==> src/sv/lspf_pkg.sv <==
`default_nettype none
package lspf_pkg;

  localparam int TIME_W  = 32;
  localparam int NOW_W   = 31;
  localparam int PER_W   = 20;
  localparam int BYTE_W  = 8;
  localparam int COLOR_W = 32;
  localparam int NUM_W   = BYTE_W + PER_W;
  localparam int SLOT_W  = 5;

  localparam logic CMD_SPAWN  = 1'b0;
  localparam logic CMD_RENDER = 1'b1;

  // one pool entry as held in the slot memory
  typedef struct packed {
    logic [NOW_W-1:0]   start_t;
    logic [TIME_W-1:0]  end_t;
    logic [TIME_W-1:0]  fade_b;
    logic [PER_W-1:0]   per;
    logic [COLOR_W-1:0] color;
    logic               alpha_only;
  } entry_t;

  typedef enum logic [2:0] {
    S_IDLE,
    S_RD,
    S_EV,
    S_MUL,
    S_DIV,
    S_PUSH,
    S_FIN,
    S_WR
  } state_t;

endpackage
`default_nettype wire

==> src/sv/lspf_div.sv <==
`default_nettype none
module lspf_div
  import lspf_pkg::*;
(
  input  wire logic              clk,
  input  wire logic              rst_n,
  input  wire logic              start,
  input  wire logic [NUM_W-1:0]  num,
  input  wire logic [PER_W-1:0]  den,
  output logic                   busy,
  output logic                   done,
  output logic [BYTE_W-1:0]      quo
);

  logic [NUM_W-1:0]          rem_r;
  logic [NUM_W-2:0]          dsh_r;
  logic [BYTE_W-1:0]         q_r;
  logic [$clog2(BYTE_W)-1:0] cnt_r;
  logic                      busy_r;
  logic                      done_r;
  logic                      ge;

  // one quotient bit per cycle, msb first
  assign ge = rem_r >= {1'b0, dsh_r};

  always_ff @(posedge clk) begin
    if (!rst_n) begin
      busy_r <= 1'b0;
      done_r <= 1'b0;
      cnt_r  <= '0;
    end else begin
      done_r <= 1'b0;
      if (start) begin
        busy_r <= 1'b1;
        cnt_r  <= '0;
      end else if (busy_r) begin
        cnt_r <= cnt_r + 1'b1;
        if (cnt_r == ($clog2(BYTE_W))'(BYTE_W - 1)) begin
          busy_r <= 1'b0;
          done_r <= 1'b1;
        end
      end
    end
  end

  // datapath
  always_ff @(posedge clk) begin
    if (start) begin
      rem_r <= num;
      dsh_r <= {den, (BYTE_W-1)'(0)};
      q_r   <= '0;
    end else if (busy_r) begin
      if (ge) begin
        rem_r <= rem_r - {1'b0, dsh_r};
      end
      q_r   <= {q_r[BYTE_W-2:0], ge};
      dsh_r <= dsh_r >> 1;
    end
  end

  assign busy = busy_r;
  assign done = done_r;
  assign quo  = q_r;

endmodule
`default_nettype wire

==> config.mk <==
export PLATFORM = sky130hd
export DESIGN_NAME = lspf_div
export DESIGN_NICKNAME = d
export VERILOG_FILES = /design/src/sv/lspf_pkg.sv /design/src/sv/lspf_div.sv
export SDC_FILE = /design/constraint.sdc
export NUM_CORES = 1
export LEC_CHECK = 0
export BUFFER_PORTS_ARGS = -buffer_cell sky130_fd_sc_hd__buf_2
export CAP_MARGIN = 10
export CORE_MARGIN = 4
export CORE_UTILIZATION = 50
export DETAILED_ROUTE_END_ITERATION = 10
export MAX_ROUTING_LAYER = met4
export PLACE_DENSITY = 0.71
export SYNTH_ARGS = -nofsm -noshare
export SYNTH_HDL_FRONTEND = slang
export SYNTH_SLANG_ARGS = --single-unit
==> constraint.sdc <==
create_clock -name clk -period 4.2 [get_ports clk]
set_input_delay 0.21 -clock clk [delete_from_list [all_inputs] [get_ports clk]]
set_output_delay 0.21 -clock clk [all_outputs]
set_load 0.03 [all_outputs]
==> results.rst <==
.. list-table::
   :header-rows: 1

   * - Metric
     - Value
   * - Highest clock frequency the design can meet
     - 326 MHz
   * - Reported max-cap violation count
     - 0
   * - Ys Warns
     - 0
   * - Fraction of met1 tracks used by global routing
     - 0.273
   * - Required time of the worst setup path
     - 4.29 ns
   * - Cells resized by post-CTS repair
     - 0
   * - Portion of synthesized cell area occupied by the leading cell type
     - 0.321
   * - Standard-cell rows
     - 34
   * - Power spent charging and discharging nets
     - 1.12 mW
   * - Kind of end point of the critical path
     - flop
   * - Routed via count
     - 3,600
   * - Summed area of non-filler cells in the final layout
     - 0.00502 mm2
   * - Pwr Total
     - 2.80 mW
   * - VDD IR-drop max
     - 0.229 mV
   * - Overall global routing resource usage
     - 0.206
   * - Initial Utilization
     - 0.514
   * - Pint
     - 1.68 mW
   * - Arrival time at the worst endpoint
     - 3.16 ns
   * - Transition time of the tightest slew-check pin
     - 0.697 ns
   * - Nets in the synthesized netlist
     - 575
   * - Port Buffer Count
     - 60
   * - Netlist cell types
     - 57
   * - Max Fanout on Critical Path
     - 15
   * - Share of synthesized flip-flops with an asynchronous set or reset
     - 0
   * - Run status
     - finished, final reports clean
   * - Portion of total power attributed to combinational logic
     - 0.494
   * - Global-route congestion overflow total
     - 0
   * - Pin count of the biggest net entering global routing
     - 44
   * - Maximum level of the CTS H-tree
     - 3
   * - Share of total power in sequential cells
     - 0.334
   * - Post-detailed-route count of antenna-violating nets
     - 0
   * - Initial antenna violation count
     - 0
   * - Primary flip-flop cell chosen by synthesis mapping
     - edfxtp_1
   * - Headroom to the max-slew limit
     - 0.535
   * - Clock insertion delay at the later pin of the skew report
     - 0.35 ns
   * - Post-route DRC
     - 0
   * - Number of filler cells placed in the layout
     - 790
   * - Type of the tightest min-delay check
     - in2reg
   * - Average routed wire per standard cell
     - 15.4 um
   * - CTS Root Buffer Type
     - clkbuf_8
   * - Dpl hpwl
     - 7510 um
   * - DIE HEIGHT
     - 103 um
   * - Global routing usage on met2
     - 0.322
   * - Crit path kind
     - reg2reg
   * - Switching fraction of total power
     - 0.400
   * - Cell Count Post-Placement
     - 641
   * - Layout Area Growth over Synthesis
     - 11.9%
   * - Via count of the first global-routing pass
     - 3,467
   * - Share of power burned in the clock network
     - 0.172
   * - Met3 track demand over resource in global routing
     - 0.0406
   * - Biggest area contributors in the synthesized netlist
     - edfxtp_1, dfxtp_1, ha_1
   * - Ant diodes
     - 0
   * - Top Ports
     - 61
   * - Total routed wirelength
     - 10,100 um
   * - Cell Count, Final, Fillers Out
     - 657
   * - Die area
     - 0.0105 mm2
   * - Leakage power total
     - 2.11 nW
   * - Vias per Instance
     - 5.48
   * - Cell accounting for the most synthesized area
     - edfxtp_1
   * - Final min period
     - 3.07 ns
   * - EDFF count, synth
     - 48
   * - PD cells
     - 558 mW/mm2
   * - Setup tns final
     - 0 ns
   * - Peak-usage layer in the global routing report
     - met2
   * - RSZ-0062 raised after global routing
     - no
   * - Synthesized flop and latch total
     - 68
   * - Startpoint type of the worst setup path
     - flop
   * - Clock Skews
     - 0.0124 ns
   * - Portion of the post-synthesis area used by sequential elements
     - 0.411
   * - Post-synthesis instance area
     - 0.00448 mm2
   * - Number of buffers on the longest clock path
     - 2
   * - Die boundary width
     - 103 um
   * - Number of detailed-routing iterations run before antenna repair
     - 4
   * - Clock-pin slew of the registers on the worst-case setup and hold paths
     - 0.07 ns
   * - Hold buffer count at cts
     - 0
   * - Placeable Area
     - 0.00872 mm2
   * - First-pass GRT wire length
     - 16,400 um
   * - Placer Congestion
     - 0.924
   * - TritonCTS clock tree
     - built
   * - Number of nets in the finished design
     - 625
   * - Total of endpoints with negative setup slack in the final report
     - 0
   * - Post-Syn Instances
     - 494
   * - Number of violations reported at the end of detailed-routing iteration 0
     - 156
   * - Clock sinks
     - 68
   * - Number of clock buffers inserted by TritonCTS
     - 9
   * - Fin. Hold Viols
     - 0
   * - Mean area per synthesized cell
     - 9.08 um2
   * - Total cell area at the placement stage
     - 0.00485 mm2
   * - Post-CTS setup buffer count
     - 0
   * - Max-slew violations
     - 0
   * - Period Utilization, post-route
     - 0.731
   * - Fraction of layout cells with a size suffix above 1
     - 0.182
## worst max-delay path: stages, from the launching register on
cell,delay (ns)
edfxtp_1,0.36
inv_1,0.06
ha_1,0.16
inv_1,0.06
fa_1,0.43
a211oi_2,0.28
o21ba_1,0.19
a21oi_1,0.06
o21ai_0,0.16
a21oi_1,0.10
nand3b_1,0.16
a31o_1,0.46
buf_4,0.33
## sequential cells by signal, summed over array words and instances (netlist names)
name	flops
quo	8
busy	1
cnt_r	3
done	1
dsh_r	27
rem_r	28
## cell type report
cell class	count	area, um2	area share
multi-input cells	366	2410	0.480
flip-flops and latches	68	1840	0.367
repair buffers	64	330	0.0658
clock buffers	12	145	0.0289
well taps	108	135	0.0269
inverters	35	131	0.0262
clock inverters	4	25.0	0.00499
## per-layer routing
layer	wire (um)	part of all wire
met5	0	0
met4	106	0.010
met3	499	0.049
met2	4760	0.47
met1	4760	0.47
## power by group through the flow
stage          Clock, mW  Combinational [mW]  Sequential (mW)
2_1_floorplan          0                1.09            0.939
3_3_place_gp           0                1.35            0.943
3_5_place_dp           0                1.36            0.951
4_1_cts            0.491                1.38            0.936
5_1_grt            0.514                1.54            0.947
6_report           0.482                1.38            0.935
## cell usage after synthesis, types with 3 or more instances
cell and number:
a211oi_1 8, a211oi_2 3, a21o_1 14, a21oi_1 21, a21oi_2 3, a221oi_2 3
a31oi_1 3, clkbuf_1 20, dfxtp_1 20, edfxtp_1 48, ha_1 29, inv_1 35
mux2i_1 16, nand2_1 80, nand2b_1 4, nand3_1 9, nand3b_1 3, nand4_1 4
nor2_1 38, nor3_1 3, nor3b_1 3, o211ai_1 6, o21a_1 3, o21ai_0 37
o21ai_1 20, o21bai_1 3, xnor2_1 14, xor2_1 6
## through the flow
step / hold WS [ns] / setup WS [ns] / util
after floorplan: 0.364 / 1.45 / -
after global placement: 0.475 / 1.22 / 0.556
after detailed placement: 0.475 / 1.11 / 0.556
after CTS: 0.124 / 1.10 / 0.575
after global routing: 0.137 / 0.806 / 0.575
final: 0.135 / 1.13 / 0.575
## cells by family (layout without fill, tap and decap cells)
kind of cell / count (synthesis) / count (layout) / synth area share
xor gates and xnor gates: 20 / 20 / 0.0391
buffers and inverters: 60 / 115 / 0.0525
muxes: 19 / 19 / 0.0441
adders and majority gates: 30 / 30 / 0.0854
AOI/OAI and AO/OA: 143 / 143 / 0.220
and+or+nand+nor: 154 / 154 / 0.148
DFF: 68 / 68 / 0.411
## path summary, 6_finish.rpt
| path | to | cells after the start | slack, ns | startpoint |
|---|---|---|---|---|
| min | busy$_SDFF_PN0_ | 2 | 0.13 | rst_n |
| max reg2reg | rem_r[24]$_DFFE_PP_ | 12 | 1.13 | rem_r[0]$_DFFE_PP_ |
| min reg2reg | quo[0]$_SDFFE_PP0P_ | 1 | 0.49 | busy$_SDFF_PN0_ |
| max | rem_r[24]$_DFFE_PP_ | 12 | 1.13 | rem_r[0]$_DFFE_PP_ |
## layout by cell type (no fill, tap or decap), types with 3 or more instances in the layout
master	netlist	final
o21bai_1	3	3
nor3_1	3	3
buf_4	0	4
nand3b_1	3	3
nand3_1	9	9
nand2_1	80	80
xor2_1	6	6
edfxtp_1	48	48
nor2_1	38	38
o21ai_0	37	37
o21ai_1	20	20
a221oi_2	3	3
xnor2_1	14	14
inv_1	35	35
a211oi_2	3	3
a211oi_1	8	8
nor3b_1	3	3
o21a_1	3	3
a21o_1	14	14
clkbuf_8	0	10
buf_2	2	60
ha_1	29	29
nand4_1	4	4
a21oi_2	3	3
mux2i_1	16	16
nand2b_1	4	4
a31oi_1	3	3
a21oi_1	21	21
dfxtp_1	20	19
o211ai_1	6	6
No activity file was read; power rests on OpenSTA's default activity.
